==> src/rtl/agob_pkg.sv <==
// Shared types, constants and divide-by-255 helpers for the ARGB glyph and over blend unit.
package agob_pkg;

  localparam int unsigned QDEPTH     = 4;
  localparam int unsigned QPTR_W     = $clog2(QDEPTH);
  localparam int unsigned QCNT_W     = $clog2(QDEPTH + 1);
  localparam int unsigned QBITS      = 8;
  localparam int unsigned DIV_BITS   = 2;
  localparam int unsigned DIV_STAGES = QBITS / DIV_BITS;

  localparam logic [7:0]  BYTE_MAX = 8'hFF;
  localparam logic [7:0]  BYTE_MIN = 8'h00;
  localparam logic [15:0] RCP16    = 16'h8081;
  localparam logic [23:0] RCP24    = 24'h80_8081;

  localparam logic [0:0] CFG_FRONT = 1'b0;
  localparam logic [0:0] CFG_BACK  = 1'b1;

  typedef enum logic {
    REQ_GLYPH = 1'b0,
    REQ_OVER  = 1'b1
  } req_e;

  typedef enum logic [1:0] {
    CLS_KEEP,
    CLS_FRONT,
    CLS_MIX,
    CLS_OVER
  } cls_e;

  typedef struct packed {
    cls_e        cls;
    logic [7:0]  cov;
    logic [31:0] src;
    logic [31:0] dst;
  } item_t;

  typedef struct packed {
    cls_e            cls;
    logic [31:0]     pix;
    logic [7:0]      oa;
    logic [2:0][16:0] rem;
    logic [2:0][7:0] quo;
    logic [2:0]      ovf;
  } divw_t;

  // Exact floor(x / 255) for x up to 255 * 255.
  function automatic logic [7:0] div255_16(input logic [15:0] x);
    logic [31:0] p;
    p = 32'(x) * 32'(RCP16);
    return p[30:23];
  endfunction

  // Exact floor(x / 255) for x up to 255 * 255 * 255.
  function automatic logic [15:0] div255_24(input logic [23:0] x);
    logic [47:0] p;
    p = 48'(x) * 48'(RCP24);
    return p[46:31];
  endfunction

endpackage

==> src/rtl/agob_front.sv <==
// Front end: input register and classification of each pixel request.
module agob_front (
  input  logic                clk_i,
  input  logic                rst_ni,
  input  logic                in_valid_i,
  output logic                in_stall_o,
  input  logic                req_type_i,
  input  logic [7:0]          coverage_i,
  input  logic [31:0]         src_pixel_i,
  input  logic [31:0]         dst_pixel_i,
  output logic                push_o,
  output agob_pkg::item_t     push_data_o,
  input  logic                full_i
);
  import agob_pkg::*;

  logic  fe_valid_q, fe_valid_d;
  item_t fe_item_q, fe_item_d;
  logic  accept;

  assign in_stall_o = fe_valid_q && full_i;
  assign accept     = in_valid_i && !in_stall_o;
  assign push_o     = fe_valid_q && !full_i;
  assign push_data_o = fe_item_q;

  always_comb begin
    fe_item_d.cov = coverage_i;
    fe_item_d.src = src_pixel_i;
    fe_item_d.dst = dst_pixel_i;
    if (req_e'(req_type_i) == REQ_OVER) begin
      fe_item_d.cls = CLS_OVER;
    end else if (coverage_i == BYTE_MIN) begin
      fe_item_d.cls = CLS_KEEP;
    end else if (coverage_i == BYTE_MAX) begin
      fe_item_d.cls = CLS_FRONT;
    end else begin
      fe_item_d.cls = CLS_MIX;
    end
  end

  always_comb begin
    fe_valid_d = fe_valid_q;
    if (accept) begin
      fe_valid_d = 1'b1;
    end else if (push_o) begin
      fe_valid_d = 1'b0;
    end
  end

  always_ff @(posedge clk_i or negedge rst_ni) begin
    if (!rst_ni) begin
      fe_valid_q <= 1'b0;
    end else begin
      fe_valid_q <= fe_valid_d;
    end
  end

  always_ff @(posedge clk_i) begin
    if (accept) begin
      fe_item_q <= fe_item_d;
    end
  end

  // A stalled input is only possible while a request is held here.
  a_stall_needs_item: assert property (@(posedge clk_i) disable iff (!rst_ni)
    in_stall_o |-> fe_valid_q)
    else $error("input stalled with an empty front register");

endmodule

==> config.mk <==
export PLATFORM = sky130hd
export DESIGN_NAME = agob_front
export DESIGN_NICKNAME = d
export VERILOG_FILES = /design/src/rtl/agob_pkg.sv /design/src/rtl/agob_front.sv
export SDC_FILE = /design/constraint.sdc
export NUM_CORES = 1
export LEC_CHECK = 0
export BUFFER_PORTS_ARGS = -buffer_cell sky130_fd_sc_hd__buf_2
export CAP_MARGIN = 15
export CORE_ASPECT_RATIO = 1.75
export CORE_MARGIN = 2
export CORE_UTILIZATION = 39
export CTS_BUF_LIST = sky130_fd_sc_hd__clkbuf_2
export CTS_CLUSTER_SIZE = 30
export DETAILED_ROUTE_END_ITERATION = 16
export GPL_ROUTABILITY_DRIVEN = 1
export MAX_ROUTING_LAYER = met4
export PLACE_DENSITY = 0.81
export SYNTH_ARGS = -nofsm -noshare
export SYNTH_HDL_FRONTEND = slang
export SYNTH_SLANG_ARGS = --single-unit
==> constraint.sdc <==
create_clock -name clk_i -period 4.5 [get_ports clk_i]
set_clock_uncertainty 0.1 [all_clocks]
set_input_delay 0.45 -clock clk_i [delete_from_list [all_inputs] [get_ports clk_i]]
set_output_delay 0.45 -clock clk_i [all_outputs]
set_load 0.02 [all_outputs]
# [Word level (Yosys, flattened, before mapping)]
# Index checks and enable logic that the tools add are counted.
[word_totals] word_cells=17 register_bits=75 out_inout_bits=76 input_bits=77
[op_classes] n_eq_ne=1 mux=4 reduce_logical=7
[op_table] op="equality test 8 bit (second input constant)" count=1
[op_table] op="logical NOT 8 bit" count=1
[op_table] op="two-way mux 2 bit" count=2
[op_table] op="logical AND 1 bit" count=3
[op_table] op="logical NOT 1 bit" count=2
[op_table] op="two-way mux 1 bit" count=2
[op_table] op="nonzero test 2 bit" count=1

# [Longest topological paths before layout]
# Gate-level depths: netlist (run 1).
[depth] depth_word=4 ltp_mapped=3 ltp_nobuf=3

# [Worst setup path after synthesis (run 1)]
# No wires, ideal clock.
[synth_timing] path_kind="input port to flip-flop" startpoint="in full_i" endpoint="reg fe_item_q, in the netlist push_data_o[0] (enable)" n_path_buf=0 arrival_time_ns=3.975 path_slack_ns=-0.089 setup_ns=0.514 stages=2 cell_sequence="and2_1 -> nor2b_1"
[synth_between] elab_chain_len=3
[synth_rtl] item="start: declaration" line_no="agob_front.sv:13" rtl="input logic full_i"
[synth_rtl] item="logical AND 1 bit" line_no="agob_front.sv:21" rtl="assign in_stall_o = fe_valid_q && full_i;"
[synth_rtl] item="logical NOT 1 bit" line_no="agob_front.sv:22" rtl="assign accept = in_valid_i && !in_stall_o;"
[synth_rtl] item="logical AND 1 bit" line_no="agob_front.sv:22"
[synth_rtl] item="via accept" line_no="agob_front.sv:19" rtl="logic accept;"
[synth_rtl] item="end signal: assignment" line_no="agob_front.sv:60" rtl="fe_item_q <= fe_item_d;"
[synth_rtl] item="end: declaration" line_no="agob_front.sv:18" rtl="item_t fe_item_q, fe_item_d;"
# The timed path passes the listed nets, and every way through them passes these cells.
# A chain may end at the register's enable or synchronous reset.

# [Worst setup path after layout (run 1)]
[layout_timing] startpoint="reg fe_valid_q" endpoint="reg fe_item_q, in the netlist push_data_o[13] (enable)"
[layout_between] elab_chain_len=3
[layout_rtl] item="start: declaration" line_no="agob_front.sv:17" rtl="logic fe_valid_q, fe_valid_d;"
[layout_rtl] item="start signal: assignment" line_no="agob_front.sv:54" rtl="fe_valid_q <= fe_valid_d;"
[layout_rtl] item="logical AND 1 bit" line_no="agob_front.sv:21"
[layout_rtl] item="logical NOT 1 bit" line_no="agob_front.sv:22"
[layout_rtl] item="logical AND 1 bit" line_no="agob_front.sv:22"
[layout_rtl] item="via accept" line_no="agob_front.sv:19"
# The timed path passes the listed nets, and every way through them passes these cells.

==> results of run 1 <==
==> layer usage <==
layer	wire, µm	share of wire	vias up	track usage
li1	-	-	821	-
met1	2120	0.34	796	0.192
met2	3590	0.57	85	0.360
met3	367	0.059	15	0.0540
met4	185	0.030	0	0.103
met5	0	0	-	-
==> registers in the layout, summed over array words and instances, names as in the netlist <==
register and flops:
push_data_o 74, fe_valid_q 1
==> timing repair <==
action / 4_1_cts / 5_1_grt
setup buffers: 0 / 0
hold endpoints to repair: 70 / 0
hold buffers: 70 / 0
==> cells by family (layout without fill, tap and decap cells) <==
logic type      after synthesis  count (layout)  share of synthesized area
simple gates                 11              11                     0.0286
buf+inv                       0             238                          0
compound gates                1               1                    0.00324
other cells                   0               1                          0
flops                        75              75                      0.968
==> where the power goes <==
part	total (µW)	internal (µW)	switching [µW]	leakage, µW
Combinational	190	90.2	99.9	0.000929
Clock	322	122	200	0.0000651
Sequential	822	813	9.56	0.000713
==> layout make-up <==
type | count | area share
Tap cell | 78 | 0.0244
Clock buffer | 10 | 0.0125
Sequential cell | 75 | 0.562
Clock inverter | 4 | 0.0110
Timing Repair Buffer | 224 | 0.369
Multi-Input combinational cell | 12 | 0.0203
Antenna cell | 1 | 0.000626
==> layout by cell type (no fill, tap or decap), drive strengths merged <==
| master | instances |
|---|---|
| buf | 154 |
| edfxtp | 74 |
| dlygate4sd3 | 70 |
| nand4 | 2 |
| nor2 | 2 |
| and2 | 1 |
| o21bai | 1 |
| diode | 1 |
| nor2b | 2 |
| clkinv | 3 |
| or2 | 2 |
| clkbuf | 10 |
| bufinv | 1 |
| or4 | 2 |
| dfrtp | 1 |
==> final timing paths <==
path | start | slack [ns] | end
worst max-delay path | fe_valid_q | 2.25 | push_data_o[13]
worst min-delay path | in_valid_i | 0.09 | fe_valid_q
worst max register to register | fe_valid_q | 2.25 | push_data_o[13]
worst min register to register | fe_valid_q | 0.62 | fe_valid_q
max in group asynchronous | rst_ni | 4.06 | fe_valid_q
min in group asynchronous | rst_ni | 0.16 | fe_valid_q
==> stage by stage <==
step	power [µW]	std cells	hold slack, ns	area, µm²
final	1330	404	0.0870	4000
after detailed placement	978	319	0.130	3200
after global routing	1380	403	0.0363	4000
after floorplan	905	87	0.0544	2320
after global placement	973	319	0.126	3200
after CTS	1340	403	0.00113	4000
==> impl_metrics.ini, run 1 <==
[cts]
cts_resized = 0
cts_buffers = 9
h-tree-depth = 3
clkSinkCount = 75
clock_latency_ns = 0.46
clk_pin_slew_ns = 0.16
clockBufferDepth = 2
cts_root_buf = clkbuf_2
cts_tree = built

[routing]
vias = 1717
drc = 0
routed_wl_mm = 6.26
avgViaCountPerCell = 4.25
postRouteAntennaNets = 0
drt-pass1-iter-count = 5
drtIter0Drc = 77
wl_per_cell_um = 15.5

[synthesis]
synth.avg_cell_area_um2 = 26.7
synthFlopType = edfxtp_1
synthArstFlopShare = 0.0133
yosysUniqueCellTypes = 9
seq_area_frac_synth = 0.968
syn_inst = 87
syn_area_um2 = 2320
ys_warn_count = 0
syn_nets = 164
synth_enable_flop_cells = 74
synth_top_cell_area_share = 0.957
synth_top_area_cell = edfxtp_1
ys_top_cells_by_area = edfxtp_1 (96%), dfrtp_1 (1.1%), or4_1 (0.65%)
synth-seq-cells = 75
synth.most_common_cell = edfxtp_1

[global_route]
grt_pass1_vias = 1848
grt_usage = 0.199
antenna_found_initial = 0
overflow = 0
grt_start_max_net_pins = 35
grt_pass1_wl_mm = 9.12

[timing]
tns_ns = 0
worst_pin_slew_ns = 0.902
period_minus_slack_ns = 2.25
fin_crit_sh = 0.499
worst_slack_ns = 2.25
setup_viol = 0
relSlewSlack = 0.397
fmax_mhz = 445
hold_viol = 0
rsz0062_at_grt = no
slew_viol_final = 0

[pwr]
ir_drop_mv = 0.269
p_leak_uw = 0.00171
powerDensity_nw_per_um2 = 334

[worst_setup_path]
critPathMaxStageDelay_ns = 0.72
crit_slowest_cell = nor2b_4
cp.depth = 3
critPathTopFamily = simple AND/OR/NAND/NOR gates
crit_buf_inv = 1
cp_cell_sequence = and2_1 > nor2b_4 > buf_4
ff2ff_path_depth = 3
path_class = reg -> reg
endpoint_kind = flip-flop
worstPathArrival_ns = 2.28
crit_fanout = 34
critPathRequiredTime_ns = 4.53
setup.worst_path.start_class = flip-flop

[cells_and_area]
multi_input_area_um2 = 81.3
nNetsFinal = 399
syn_to_final_growth_pct = 72.3
finish.utilization = 0.686
drive_gt1_frac = 0.523
regArea_um2 = 2250
fillerInstances = 426

[die]
die_area_um2 = 6610
start_util = 0.398
ios = 153
core_um2 = 5830
die_w_um = 62.3
row_count = 37
die_y_um = 106

[hold_path]
holdPathStages = 2
worstHoldPathType = in -> reg

[placement]
dp_hpwl_mm = 3.73
pre_cts_ws_ns = 2.06
place.gp.congestion = 0.793
port_buffers = 152

[status]
status = finished clean

[run]
maxCapViolations = 0
(Power assumes the default switching activity.)
==> run 2, diff against run 1 <==
--- a/config.mk
+++ b/config.mk
@@ -9,13 +9,13 @@
 export CAP_MARGIN = 15
 export CORE_ASPECT_RATIO = 1.75
 export CORE_MARGIN = 2
-export CORE_UTILIZATION = 39
+export CORE_UTILIZATION = 43
 export CTS_BUF_LIST = sky130_fd_sc_hd__clkbuf_2
 export CTS_CLUSTER_SIZE = 30
 export DETAILED_ROUTE_END_ITERATION = 16
 export GPL_ROUTABILITY_DRIVEN = 1
 export MAX_ROUTING_LAYER = met4
-export PLACE_DENSITY = 0.81
+export PLACE_DENSITY = 0.85
 export SYNTH_ARGS = -nofsm -noshare
 export SYNTH_HDL_FRONTEND = slang
 export SYNTH_SLANG_ARGS = --single-unit
==> constraint.sdc (replaced) <==
create_clock -name clk_i -period 2.3 [get_ports clk_i]
set_clock_uncertainty 0.1 [all_clocks]
set_input_delay 0.23 -clock clk_i [delete_from_list [all_inputs] [get_ports clk_i]]
set_output_delay 0.23 -clock clk_i [all_outputs]
set_load 0.02 [all_outputs]
==> run 2 against run 1 <==
Net effect:
- combinational power increased by 100%
- wire length increased by 3.7%
- sequential power grew 96%
- power up 110%
- clock-buffer cell count up 1
==> impl_metrics.ini, run 2 (synthesis results as in run 1) <==
[routing]
drtIter0Drc = 66
postRouteAntennaNets = 0
routed_wl_mm = 6.49
vias = 1818
avgViaCountPerCell = 4.70
drc = 0
drt-pass1-iter-count = 4
wl_per_cell_um = 16.8

[cells_and_area]
n_antenna_cell = 0
final_area_um2 = 4070
final_cells = 387
largest_reg_flops = 74
final_cell_mix = buf_2 (152), dlygate4sd3_1 (76), edfxtp_1 (74), clkbuf_2 (11)
drive_gt1_frac = 0.515
layout_commonest_cell = buf_2
syn_to_final_growth_pct = 75.4
nNetsFinal = 404

[hold_path]
min_from = full_i
holdPathStages = 3
min_to = fe_valid_q
worstHoldPathType = in -> reg

[placement]
place.gp.congestion = 0.860
post_dp_cell_area_um2 = 3180
pre_cts_ws_ns = 0.814
port_buffers = 152
dpl.cell_count = 295
dp_hpwl_mm = 3.74

[cts]
clkSinkCount = 75
clk_pin_slew_ns = 0.18
clock_latency_ns = 0.46
cts_root_buf = clkbuf_2
clockBufferDepth = 2
cts_buffers = 9
cts_tree = built
post_cts_buffers = 0
h-tree-depth = 3
cts_hold_buf = 76
cts_resized = 0

[timing]
fmax_mhz = 641
hold_viol = 0
rsz0062_at_grt = no
period_minus_slack_ns = 1.56
fin_crit_sh = 0.678
setup_viol = 0
tns_ns = 0
worst_pin_slew_ns = 0.398
relSlewSlack = 0.735
worst_slack_ns = 0.741
slew_viol_final = 0

[pwr]
powerDensity_nw_per_um2 = 683
pwr-share-seq = 0.578
ir_drop_mv = 0.485
p_leak_uw = 0.00175
p_sw_frac = 0.229
internal-power_uw = 2140
power.switching_uw = 637
power_frac_clock = 0.283
power_uw = 2780
power_frac_comb = 0.138

[global_route]
antenna_found_initial = 0
met3_usage = 0.0421
overflow = 0
grt_start_max_net_pins = 75
grt_busiest_layer = met2
grtUsageMet2 = 0.383
use_met1 = 0.205
grt_pass1_vias = 1975
grt_usage = 0.221
grt_pass1_wl_mm = 9.02

[worst_setup_path]
crit_fanout = 3
worstPathArrival_ns = 1.23
crit_slowest_cell = dfrtp_1
ff2ff_path_depth = 3
path_class = reg -> out
cp_cell_sequence = and2_1 > buf_2
setup.worst_path.start_class = flip-flop
critPathRequiredTime_ns = 1.97
rr_endpoint = push_data_o[1]
critPathMaxStageDelay_ns = 0.38
endpoint_kind = output port
timing.rr.start = fe_valid_q
reg2reg_slack_ns = 0.76

[die]
die_area_um2 = 6020
ios = 153
row_count = 35
start_util = 0.442
core_um2 = 5260
die_w_um = 59.5
die_y_um = 101

[run]
maxCapViolations = 0

[status]
status = finished clean
run 2: final cells by class:
cell class              instances  area (µm²)
clock buffers                  11        55.1
clock inverters                 5        77.6
well taps                      55        68.8
flip-flops and latches         75        2250
multi-input cells              12        81.3
repair buffers                229        1540
fillers                       318        1180
run 2: worst max-delay path: cells and delay by family (launching register included):
family / cells / cell delay (ns)
flip-flops: 1 / 0.38
AND/OR/NAND/NOR: 1 / 0.20
buffers and inverters: 1 / 0.20
run 2: per-layer routing:
metal,up-vias,part of all wire
li1,834,-
met1,859,0.32
met2,96,0.57
met3,29,0.057
met4,0,0.056
met5,-,0
run 2: through the flow:
step,util,hold slack (ns)
2_1_floorplan,-,-0.166
3_3_place_gp,0.605,-0.0945
3_5_place_dp,0.605,-0.0914
4_1_cts,0.775,0.0448
5_1_grt,0.775,0.0469
6_report,0.775,0.109
run 2: worst max path at each step:
stage / startpoint / to / slack [ns] / cells past startpoint
after detailed placement: fe_valid_q / push_data_o[26] / 0.81 / 3
final: fe_valid_q / in_stall_o / 0.74 / 2
after global placement: full_i / push_data_o[12] / 0.87 / 4
after global routing: fe_valid_q / in_stall_o / 0.65 / 2
after floorplan: fe_valid_q / push_data_o[0] / 0.05 / 2
after CTS: fe_valid_q / in_stall_o / 0.69 / 2
run 2: power groups by stage:
stage / combinational, µW / sequential (µW) / clock (µW)
finish: 385 / 1610 / 787
global placement: 271 / 1630 / 0
CTS: 381 / 1610 / 806
global route: 407 / 1610 / 863
detailed placement: 279 / 1640 / 0
floorplan: 34.5 / 1730 / 0
