[src/rtl/agob_pkg.sv]
// Shared types, constants and divide-by-255 helpers for the ARGB glyph and over blend unit.
package agob_pkg;

  localparam int unsigned QDEPTH     = 4;
  localparam int unsigned QPTR_W     = $clog2(QDEPTH);
  localparam int unsigned QCNT_W     = $clog2(QDEPTH + 1);
  localparam int unsigned QBITS      = 8;
  localparam int unsigned DIV_BITS   = 2;
  localparam int unsigned DIV_STAGES = QBITS / DIV_BITS;

  localparam logic [7:0]  BYTE_MAX = 8'hFF;
  localparam logic [7:0]  BYTE_MIN = 8'h00;
  localparam logic [15:0] RCP16    = 16'h8081;
  localparam logic [23:0] RCP24    = 24'h80_8081;

  localparam logic [0:0] CFG_FRONT = 1'b0;
  localparam logic [0:0] CFG_BACK  = 1'b1;

  typedef enum logic {
    REQ_GLYPH = 1'b0,
    REQ_OVER  = 1'b1
  } req_e;

  typedef enum logic [1:0] {
    CLS_KEEP,
    CLS_FRONT,
    CLS_MIX,
    CLS_OVER
  } cls_e;

  typedef struct packed {
    cls_e        cls;
    logic [7:0]  cov;
    logic [31:0] src;
    logic [31:0] dst;
  } item_t;

  typedef struct packed {
    cls_e            cls;
    logic [31:0]     pix;
    logic [7:0]      oa;
    logic [2:0][16:0] rem;
    logic [2:0][7:0] quo;
    logic [2:0]      ovf;
  } divw_t;

  // Exact floor(x / 255) for x up to 255 * 255.
  function automatic logic [7:0] div255_16(input logic [15:0] x);
    logic [31:0] p;
    p = 32'(x) * 32'(RCP16);
    return p[30:23];
  endfunction

  // Exact floor(x / 255) for x up to 255 * 255 * 255.
  function automatic logic [15:0] div255_24(input logic [23:0] x);
    logic [47:0] p;
    p = 48'(x) * 48'(RCP24);
    return p[46:31];
  endfunction

endpackage

[src/rtl/agob_fifo.sv]
// Short queue between the front end and the blend pipeline.
module agob_fifo (
  input  logic                clk_i,
  input  logic                rst_ni,
  input  logic                push_i,
  input  agob_pkg::item_t     data_i,
  input  logic                pop_i,
  output logic                valid_o,
  output agob_pkg::item_t     data_o,
  output logic                full_o
);
  import agob_pkg::*;

  item_t              mem_q [QDEPTH];
  logic [QPTR_W-1:0]  wr_ptr_q, wr_ptr_d;
  logic [QPTR_W-1:0]  rd_ptr_q, rd_ptr_d;
  logic [QCNT_W-1:0]  count_q, count_d;

  assign valid_o = count_q != '0;
  assign full_o  = count_q == QCNT_W'(QDEPTH);
  assign data_o  = mem_q[rd_ptr_q];

  always_comb begin
    wr_ptr_d = push_i ? wr_ptr_q + 1'b1 : wr_ptr_q;
    rd_ptr_d = pop_i ? rd_ptr_q + 1'b1 : rd_ptr_q;
    count_d  = count_q;
    if (push_i && !pop_i) begin
      count_d = count_q + 1'b1;
    end else if (pop_i && !push_i) begin
      count_d = count_q - 1'b1;
    end
  end

  always_ff @(posedge clk_i or negedge rst_ni) begin
    if (!rst_ni) begin
      wr_ptr_q <= '0;
      rd_ptr_q <= '0;
      count_q  <= '0;
    end else begin
      wr_ptr_q <= wr_ptr_d;
      rd_ptr_q <= rd_ptr_d;
      count_q  <= count_d;
    end
  end

  always_ff @(posedge clk_i) begin
    if (push_i) begin
      mem_q[wr_ptr_q] <= data_i;
    end
  end

  a_no_overflow: assert property (@(posedge clk_i) disable iff (!rst_ni)
    push_i |-> count_q != QCNT_W'(QDEPTH))
    else $error("queue written while full");

  a_no_underflow: assert property (@(posedge clk_i) disable iff (!rst_ni)
    pop_i |-> count_q != '0)
    else $error("queue read while empty");

endmodule

[config.mk]
export PLATFORM = sky130hd
export DESIGN_NAME = agob_fifo
export DESIGN_NICKNAME = d
export VERILOG_FILES = /design/src/rtl/agob_pkg.sv /design/src/rtl/agob_fifo.sv
export SDC_FILE = /design/constraint.sdc
export NUM_CORES = 1
export LEC_CHECK = 0
export BUFFER_PORTS_ARGS = -buffer_cell sky130_fd_sc_hd__buf_4
export CAP_MARGIN = 20
export CORE_MARGIN = 10
export CORE_UTILIZATION = 45
export DETAILED_ROUTE_END_ITERATION = 8
export GPL_ROUTABILITY_DRIVEN = 1
export MAX_ROUTING_LAYER = met4
export PLACE_DENSITY = 0.63
export SLEW_MARGIN = 5
export SYNTH_ARGS = -nofsm -noshare
export SYNTH_HDL_FRONTEND = slang
export SYNTH_SLANG_ARGS = --single-unit
[constraint.sdc]
create_clock -name clk_i -period 3.1 [get_ports clk_i]
set_input_delay 0 -clock clk_i [delete_from_list [all_inputs] [get_ports clk_i]]
set_output_delay 0 -clock clk_i [all_outputs]
set_load 0.02 [all_outputs]
=== Word level (Yosys, flattened, before mapping) ===
Memories as Yosys holds them, arrays and structs flattened.
Cells that the tools add are included.

* Register bits after elaboration: 7
* RAM bits: 296
* Input port bits: 78
* Output and inout bits: 76
* Logic and storage cells: 19
* Memories: 1

* Add/sub/neg operators: 4
* Equality and inequality tests: 1
* Multiplexer cells: 4
* Reductions and logical operators: 6

{| class="wikitable"
|+ Memory list
! memory !! words !! width !! rd ports !! clocked after memory_dff !! wr ports !! line !! text
|-
| mem_q || 4 || 74 || 1 || 0 || 1 || agob_fifo.sv:14 || <nowiki>item_t mem_q [QDEPTH];</nowiki>
|}

{| class="wikitable"
|+ Operators with widths
! kind !! number
|-
| $mux 3 || 2
|-
| $add 2x1->2 const B || 2
|-
| $add 3x1->3 const B || 1
|-
| $eq 3x3->1 const B || 1
|-
| $reduce_bool 3->1 || 1
|-
| $sub 3x1->3 const B || 1
|-
| $logic_and 1x1->1 || 2
|-
| $logic_not 1->1 || 2
|-
| $mux 1 || 2
|-
| $reduce_bool 2->1 || 1
|}

=== Longest topological paths before layout ===
Gate-level depths: netlist (run 1).

* Depth after elaboration: 4
* Gate-level depth with buffers: 7
* Mapped depth without buffers: 7

=== Worst setup path after synthesis (run 1) ===
No wires, ideal clock.

* Path kind: reg2reg
* From: reg wr_ptr_q[0]
* To: mem mem_q[2][0] in the netlist's numbering, enable pin
* Setup time: 0.440 ns
* Arrival time: 2.345 ns
* Required time: 2.660 ns
* Slack: 0.315 ns
* Cell stages (with the launch flop): 4
* Buffers on the path: 0
* Clock period less this slack: 2.785 ns
* Path through: dfrtp_1 inv_1 ha_1 and2_1

{| class="wikitable"
|+ RTL lines
! item !! line !! text
|-
| start, declared || agob_fifo.sv:15 || <nowiki>logic [QPTR_W-1:0] wr_ptr_q, wr_ptr_d;</nowiki>
|-
| start signal, assigned || agob_fifo.sv:40 || <nowiki>wr_ptr_q <= wr_ptr_d;</nowiki>
|-
| end, declared || agob_fifo.sv:14 ||
|}

Straight into the memory's write port.

==> flow_metrics.tcl, run 1 <==
set metrics [dict create \
    min_period_ns 2.42 \
    p_seq_share_pct 42.3 \
    clkTransAtPathRegs_ns 0.06 \
    cp_slowest_cell "dfrtp_4" \
    crit_path_max_fanout 28 \
    antenna_found_initial 0 \
    grt_setup_unrepaired "no" \
    worstMarginPinSlew_ns 0.748 \
    cts_buffer_depth 3 \
    ir_worst_vdd_uv 538 \
    remaining_drc_errors 0 \
    dr_total_vias 5232 \
    ys_warn_count 0 \
    ff_latch_area_um2 9070 \
    grt_pass1_wl_um 34100 \
    area_growth_pct 29.2 \
    syn_nets 505 \
    yosysTopAreaCellShare_pct 79.9 \
    grt_pass1_vias 5948 \
    whs_endpoint "mem_q[2][66]" \
    cts_sinks 303 \
    fill_cells 1757 \
    final_area_um2 14400 \
    crit_path_end_kind "primary output" \
    grt_max_degree 59 \
    critPathMaxStageDelay_ns 0.81 \
    power.density_nw_per_um2 937 \
    pwr-share-comb_pct 33.4 \
    grt-ovfl-total 0 \
    fmax_ghz 0.414 \
    cts_root_buf "clkbuf_16" \
    hold_slack_ns 0.200 \
    drt-total-wl_um 21900 \
    post-route-period-util_pct 77.9 \
    relSlewSlack_pct 50.2 \
    synthArstFlopShare_pct 2.31 \
    hold_start "data_i[66]" \
    cts_tree "done" \
    postRouteAntennaNets 0 \
    final_cells 1029 \
    synth_top_flop_cell "edfxtp_1" \
    viasPerCell 5.08 \
    crit_path_start_kind "flop" \
    min_path_type "primary input to flop" \
    firstDrtPassIters 4 \
    htree_num_levels 1 \
    drv_slew 0 \
    post_cts.repair.setup_buffers 0 \
    dp_hpwl_um 12900 \
    reg2regPathDepth 4 \
    crit_required_ns 3.10 \
    switching_power_w 0.00416 \
    status "finished clean" \
    setup_viol 0 \
    core_area_um2 24300 \
    ys_ff_latch 303 \
    arrival_ns 2.42 \
    hold-path-cell-count 2 \
    skew_ns 0.00703 \
    routedWlPerCell_um 21.3 \
    dp_cells 893 \
    ys_seq_area_share_pct 81.5 \
    cts_made_buffers 31 \
    antenna_cells 0 \
    drt_iter0_markers 328 \
    multi_input_area_um2 1880 \
    initial_core_util_pct 45.7 \
    p_int_w 0.00931 \
    p_clk_share_pct 24.3 \
    power.leakage_nw 4.97 \
    setup_tns_ns 0 \
    sw_frac_of_total_pct 30.9 \
    crit_path_cell_trace "buf_12 -> mux4_2 -> buf_4" \
    reg2reg_slack_ns 1.18 \
    rows 57 \
    finalWeightedCongestion 0.691 \
    regToRegStartpoint "wr_ptr_q[1]" \
    netlist_top_cells_area "edfxtp_1 (80%), mux4_2 (15%), dfrtp_1 (1.6%)" \
    final_util_pct 59.1 \
    port_buffers 153 \
    yosys.area.top_type "edfxtp_1" \
    placed_cell_area_um2 12700 \
    synth-edff-count 296 \
    synth_area_um2 11100 \
    yosysMostFrequentCell "edfxtp_1" \
    die_area_um2 31400 \
    synth_cell_types 20 \
    finalHoldViolations 0 \
    io_pins 154 \
    avgSynthCellArea_um2 26.4 \
    die_w_um 177 \
    grt_use_total_pct 14.3 \
    clk-insertion-delay-late_ns 0.54 \
    yosys-top-cells-count "edfxtp_1 (296), mux4_2 (74), dfrtp_1 (7)" \
    cap_violations 0 \
    r2r_end "mem_q[1][52]" \
    die_h_um 177 \
    fin_nets 764 \
    synth_cells 421 \
    drive_gt1_share_pct 40.7 \
    path_class "flop to primary output" \
]
[cells in the final DEF (no fill, tap or decap)]
| master | instances |
|---|---|
| nor2_1 | 1 |
| and2_4 | 4 |
| dlygate4sd3_1 | 78 |
| xnor2_1 | 2 |
| dfrtp_1 | 5 |
| inv_1 | 4 |
| edfxtp_1 | 296 |
| inv_6 | 1 |
| fa_1 | 1 |
| clkinv_2 | 7 |
| clkinv_1 | 12 |
| or3_1 | 1 |
| clkinvlp_4 | 1 |
| buf_4 | 159 |
| ha_1 | 5 |
| buf_12 | 6 |
| dfrtp_4 | 2 |
| mux4_2 | 74 |
| clkbuf_16 | 31 |
| xor2_1 | 4 |
| nand2_1 | 2 |
| mux2_2 | 1 |
| clkinv_4 | 1 |
| o21ai_0 | 1 |
| clkbuf_1 | 5 |
| nor3b_1 | 1 |
[metrics by stage]
| step | total power (W) | setup slack [ns] |
|---|---|---|
| CTS | 0.0137 | 0.579 |
| floorplan | 0.00859 | 0.315 |
| detailed placement | 0.0104 | 1.15 |
| global placement | 0.0103 | 1.19 |
| global route | 0.0141 | 0.514 |
| finish | 0.0135 | 0.685 |
[power groups by stage]
| stage | clock, W | combinational, W | sequential (W) |
|---|---|---|---|
| 2_1_floorplan | 0 | 0.00298 | 0.00561 |
| 3_3_place_gp | 0 | 0.00451 | 0.00575 |
| 3_5_place_dp | 0 | 0.00454 | 0.00581 |
| 4_1_cts | 0.00337 | 0.00463 | 0.00573 |
| 5_1_grt | 0.00354 | 0.00481 | 0.00579 |
| 6_report | 0.00327 | 0.00449 | 0.00570 |
[cells by family after synthesis]
logic type	after synthesis	share of synthesized area (%)
buffers and inverters	21	1.68
adder cells (fa/ha/maj)	6	0.743
flip-flops	303	81.5
multiplexers	75	15.1
AO/OA/AOI/OAI	1	0.0450
XOR/XNOR	6	0.473
AND/OR/NAND/NOR	9	0.450
[per-layer routing]
layer | routed length [um] | track usage, % | vias up
met3 | 1290 | 3.01 | 33
met1 | 9110 | 17.7 | 2727
met4 | 443 | 3.99 | 0
li1 | - | - | 2322
met2 | 11100 | 23.5 | 150
met5 | 0 | - | -
[repair_timing]
item,4_1_cts,5_1_grt
gates resized for setup,0,0
hold buffers,78,0
endpoints found under the hold margin,309,0
[sequential cells by signal, indices dropped and copies added, names as in the netlist]
| register | cells |
|---|---|
| wr_ptr_q | 2 |
| rd_ptr_q | 2 |
| mem_q | 296 |
| count_q | 3 |
[critical path: cells and delay by family, from the launching register on]
family,cells,cell delay (ns)
mux,1,0.55
buf+inv,2,0.50
flops,1,0.81
[how the worst max path moves through the flow]
| stage | from | endpoint | slack, ns | cells after the start |
|---|---|---|---|---|
| floorplan | wr_ptr_q[0] | mem_q[2][0] | 0.32 | 3 |
| global placement | rd_ptr_q[0] | data_o[30] | 1.19 | 3 |
| detailed placement | wr_ptr_q[1] | mem_q[1][59] | 1.15 | 4 |
| CTS | rd_ptr_q[0] | data_o[56] | 0.58 | 3 |
| global route | rd_ptr_q[0] | data_o[56] | 0.51 | 3 |
| finish | rd_ptr_q[0] | data_o[55] | 0.68 | 3 |
[cell type report]
class / count / area share [%]
repair buffers: 243 / 14.6
flip-flops and latches: 303 / 63.2
clock inverters: 22 / 0.732
multi-input cells: 97 / 13.1
inverters: 4 / 0.105
well taps: 324 / 2.82
clock buffers: 36 / 5.53
(Power assumes the default switching activity.)
==> run 2, diff against run 1 <==
==> constraint.sdc (replaced) <==
create_clock -name clk_i -period 2.4 [get_ports clk_i]
set_input_delay 0 -clock clk_i [delete_from_list [all_inputs] [get_ports clk_i]]
set_output_delay 0 -clock clk_i [all_outputs]
set_load 0.02 [all_outputs]
==> flow_metrics.tcl, run 2 (synthesized netlist as in run 1, its figures left out) <==
set metrics [dict create \
    status "finished clean" \
    firstDrtPassIters 5 \
    largest_reg_flops 296 \
    arrival_ns 2.20 \
    largest-register "mem_q" \
    min_path_type "primary input to flop" \
    crit_path_cell_trace "buf_4 -> mux4_2 -> buf_4" \
    htree_num_levels 1 \
    final_cells 1031 \
    grt-ovfl-total 0 \
    cap_violations 0 \
    ir_worst_vdd_uv 643 \
    hold_slack_ns 0.206 \
    finalWeightedCongestion 0.732 \
    cp_slowest_cell "dfrtp_4" \
    grt_setup_unrepaired "no" \
    setup_tns_ns 0 \
    initial_core_util_pct 45.7 \
    dr_total_vias 5230 \
    remaining_drc_errors 0 \
    final_common_cell "edfxtp_1" \
    crit_required_ns 2.40 \
    grt_pass1_wl_um 33500 \
    antenna_found_initial 1 \
    grt_max_degree 46 \
    drive_gt1_share_pct 42.5 \
    io_pins 154 \
    crit_path_end_kind "primary output" \
    relSlewSlack_pct 69.7 \
    rows 57 \
    power.density_nw_per_um2 1250 \
    port_buffers 153 \
    worstMarginPinSlew_ns 0.454 \
    cts_tree "done" \
    drt-total-wl_um 21500 \
    crit_buf_inv 2 \
    grt_pass1_vias 5809 \
    area_growth_pct 31.2 \
    postRouteAntennaNets 0 \
    clk-insertion-delay-late_ns 0.53 \
    skew_ns 0.00644 \
    wirelength_met1_um 8730 \
    hold-path-cell-count 2 \
    drt_iter0_markers 367 \
    crit_path_max_fanout 25 \
    crit_path_start_kind "flop" \
    die_w_um 177 \
    critPathMaxStageDelay_ns 0.69 \
    routedWlPerCell_um 20.9 \
    fin_nets 766 \
    core_area_um2 24300 \
    drv_slew 0 \
    min_period_ns 2.20 \
    top_regs "mem_q (296), count_q (3)" \
    power.leakage_nw 5.08 \
    crit_cells 3 \
    clkTransAtPathRegs_ns 0.06 \
    crit_top_cell "buf_4" \
    die_area_um2 31400 \
    viasPerCell 5.07 \
    dp_cells 896 \
    wl_met2_um 11000 \
    routed.top_layer "met4" \
    cts_root_buf "clkbuf_16" \
    setup_viol 0 \
    met3WireLength_um 1460 \
    cts_made_buffers 30 \
    cpLargestDelayFamily "flip-flops" \
    dp_hpwl_um 13200 \
    reg2regPathDepth 4 \
    post-route-period-util_pct 91.7 \
    die_h_um 177 \
    path_class "flop to primary output" \
    cts_buffer_depth 3 \
    cts_sinks 303 \
    grt_use_total_pct 14.2 \
    finalHoldViolations 0 \
    fmax_ghz 0.454 \
    final_cell_mix "edfxtp_1 (296), buf_4 (161), dlygate4sd3_1 (78), mux4_2 (74), clkbuf_16 (31)" \
]
run 2: cell count changes in the layout (fill, tap and decap cells not counted), sizes merged:
cell      before  now
clkinv        20   12
bufinv         0    7
clkinvlp       1    4
inv            5    4
diode          0    1
clkbuf        36   33
buf          165  168
run 2: per-stage QoR:
stage                     setup WS [ns]  power [W]  util, %  cell area [um2]
after global placement            0.747     0.0133     52.3            12700
after CTS                         0.151     0.0185     60.0            14600
after global routing             0.0992     0.0190     60.0            14600
after detailed placement          0.712     0.0134     52.3            12700
final                             0.200     0.0182     60.0            14600
after floorplan                   0.424     0.0111        -            11100
run 2: path summary, 6_finish.rpt:
check / startpoint / end / slack [ns]
max: rd_ptr_q[1] / data_o[23] / 0.20
min: data_i[66] / mem_q[1][66] / 0.21
max reg2reg: wr_ptr_q[0] / mem_q[2][33] / 0.74
min reg2reg: count_q[2] / count_q[2] / 0.49
max in group asynchronous: rst_ni / rd_ptr_q[1] / 1.68
min in group asynchronous: rst_ni / rd_ptr_q[0] / 0.43
run 2: layer usage:
metal | GRT usage [%] | up-vias
met2 | 22.7 | 175
li1 | - | 2324
met3 | 2.86 | 31
met5 | - | -
met1 | 18.5 | 2700
met4 | 3.22 | 0
run 2: power breakdown:
part / leakage (nW) / internal, W / switching (W)
Sequential: 2.80 / 0.00693 / 0.000337
Clock: 0.524 / 0.00311 / 0.00188
Combinational: 1.75 / 0.00276 / 0.00315
Total: 5.08 / 0.0128 / 0.00537
run 2: area by class of cell:
class                      instances  area [um2]
clock inverter                    23         304
fill                            1730        9730
multi-input combinational         97        1880
tap                              324         405
clock buffer                      33         783
timing repair buffer             246        2130
inverter                           4        15.0
sequential                       303        9070
antenna                            1        2.50
run 2: worst register-to-register path, cell delays in order, from the launching register on:
cell and delay [ns]:
dfrtp_1 0.42, inv_1 0.10, ha_1 0.14, and2_4 0.37, buf_4 0.31
run 2: repair_timing:
item                       4_1_cts  5_1_grt
setup endpoints to repair        0        0
hold endpoints to repair       308        0
gates resized for setup          0        0
setup buffers                    0        0
hold buffers                    78        0
==> run 3, diff against run 2 <==
--- a/config.mk
+++ b/config.mk
@@ -8,11 +8,10 @@
 export BUFFER_PORTS_ARGS = -buffer_cell sky130_fd_sc_hd__buf_4
 export CAP_MARGIN = 20
 export CORE_MARGIN = 10
-export CORE_UTILIZATION = 45
+export CORE_UTILIZATION = 30
 export DETAILED_ROUTE_END_ITERATION = 8
-export GPL_ROUTABILITY_DRIVEN = 1
 export MAX_ROUTING_LAYER = met4
-export PLACE_DENSITY = 0.63
+export PLACE_DENSITY = 0.45
 export SLEW_MARGIN = 5
 export SYNTH_ARGS = -nofsm -noshare
 export SYNTH_HDL_FRONTEND = slang
==> flow_metrics.tcl, run 3 (synthesized netlist as in run 1, its figures left out) <==
set metrics [dict create \
    p_clk_share_pct 26.2 \
    cap_violations 0 \
    crit_path_end_kind "primary output" \
    final_cells 1176 \
    switching_power_w 0.00550 \
    grt_use_total_pct 11.0 \
    crit_required_ns 2.40 \
    dr_total_vias 5225 \
    clkTransAtPathRegs_ns 0.06 \
    remaining_drc_errors 0 \
    port_buffers 153 \
    drive_gt1_share_pct 40.8 \
    p_int_w 0.0125 \
    cts_tree "done" \
    firstDrtPassIters 4 \
    final_util_pct 40.1 \
    grt_setup_unrepaired "no" \
    setup_viol 0 \
    io_pins 154 \
    dp_hpwl_um 14200 \
    post-route-period-util_pct 90.4 \
    routedWlPerCell_um 20.3 \
    core_area_um2 36600 \
    finalWeightedCongestion 0.673 \
    rows 70 \
    antenna_cells 0 \
    dp_cells 1038 \
    fmax_ghz 0.461 \
    die_h_um 213 \
    antenna_found_initial 0 \
    grt-ovfl-total 0 \
    grt_pass1_vias 6093 \
    grt_max_degree 75 \
    clk-insertion-delay-late_ns 0.50 \
    die_area_um2 45200 \
    setup_tns_ns 0 \
    ir_worst_vdd_uv 548 \
    cts_made_buffers 34 \
    viasPerCell 4.44 \
    grt_pass1_wl_um 36700 \
    pwr-share-comb_pct 33.5 \
    area_growth_pct 32.1 \
    htree_num_levels 2 \
    largest-register "mem_q" \
    placed_cell_area_um2 12900 \
    top_regs "mem_q (296), count_q (3)" \
    cts_buffer_depth 3 \
    worstMarginPinSlew_ns 0.506 \
    final_cell_mix "edfxtp_1 (296), buf_4 (159), dlygate4sd3_1 (78), mux4_2 (74), clkbuf_16 (37)" \
    path_class "flop to primary output" \
    final_area_um2 14700 \
    p_seq_share_pct 40.3 \
    drt-total-wl_um 23800 \
    cts_sinks 303 \
    hold_slack_ns 0.240 \
    die_w_um 213 \
    crit_path_max_fanout 34 \
    power.leakage_nw 5.04 \
    finalHoldViolations 0 \
    postRouteAntennaNets 0 \
    min_period_ns 2.17 \
    status "finished clean" \
    post_cts.repair.setup_buffers 0 \
    skew_ns 0.0128 \
    final_common_cell "edfxtp_1" \
    drt_iter0_markers 259 \
    crit_path_start_kind "flop" \
    relSlewSlack_pct 66.3 \
    cts_root_buf "clkbuf_16" \
    largest_reg_flops 296 \
    initial_core_util_pct 30.4 \
    sw_frac_of_total_pct 30.6 \
    min_path_type "primary input to flop" \
    arrival_ns 2.17 \
    fin_nets 768 \
    drv_slew 0 \
    power.density_nw_per_um2 1220 \
]
-- run 3: cell count changes in the layout (fill, tap and decap cells not counted) --
cell,delta
buf_4,-2
diode_2,-1
clkinv_4,-2
clkinv_2,-3
clkinv_1,+8
clkbuf_1,+5
clkbuf_16,+6
bufinv_16,-7
clkinvlp_4,-3
-- run 3: power by group through the flow --
stage	clock network (W)	registers (W)	logic (W)
5_1_grt	0.00512	0.00734	0.00650
3_3_place_gp	0	0.00732	0.00615
4_1_cts	0.00489	0.00727	0.00628
3_5_place_dp	0	0.00738	0.00615
2_1_floorplan	0	0.00720	0.00386
6_report	0.00470	0.00724	0.00602
-- run 3: worst max-delay path, stage by stage, from the launching register on --
cell and delay (ns):
dfrtp_4 0.55, buf_12 0.30, mux4_2 0.59, buf_4 0.18
-- run 3: cell type report --
class                           instances  area (um2)
Inverter                                4        15.0
Tap cell                              468         586
Clock buffer                           44         952
Timing Repair Buffer                  244        2110
Multi-Input combinational cell         97        1880
Clock inverter                         16        68.8
Fill cell                            3283       21900
Sequential cell                       303        9070
-- run 3: worst paths after layout --
check	cells past startpoint	endpoint	from	slack (ns)
setup / recovery	3	data_o[26]	rd_ptr_q[0]	0.23
setup reg to reg	4	mem_q[0][47]	wr_ptr_q[0]	0.77
hold / removal	2	mem_q[3][40]	data_i[40]	0.24
hold reg to reg	1	count_q[2]	count_q[2]	0.50
max in group asynchronous	3	rd_ptr_q[1]	rst_ni	1.64
min in group asynchronous	3	rd_ptr_q[0]	rst_ni	0.48
-- run 3: what timing repair did --
action,in CTS,in global routing
hold buffers,78,0
hold endpoints to repair,308,0
gates resized for setup,0,0
-- run 3: routing by layer --
| metal | track usage [%] | routed length (um) |
|---|---|---|
| met1 | 13.9 | 10200 |
| met4 | 3.25 | 550 |
| met2 | 17.5 | 11800 |
| met5 | - | 0 |
| met3 | 2.49 | 1270 |
-- run 3: stage by stage --
step,setup WS [ns],total power [W]
after floorplan,0.424,0.0111
after global placement,0.706,0.0135
after detailed placement,0.698,0.0135
after CTS,0.158,0.0184
after global routing,0.104,0.0190
final,0.231,0.0180
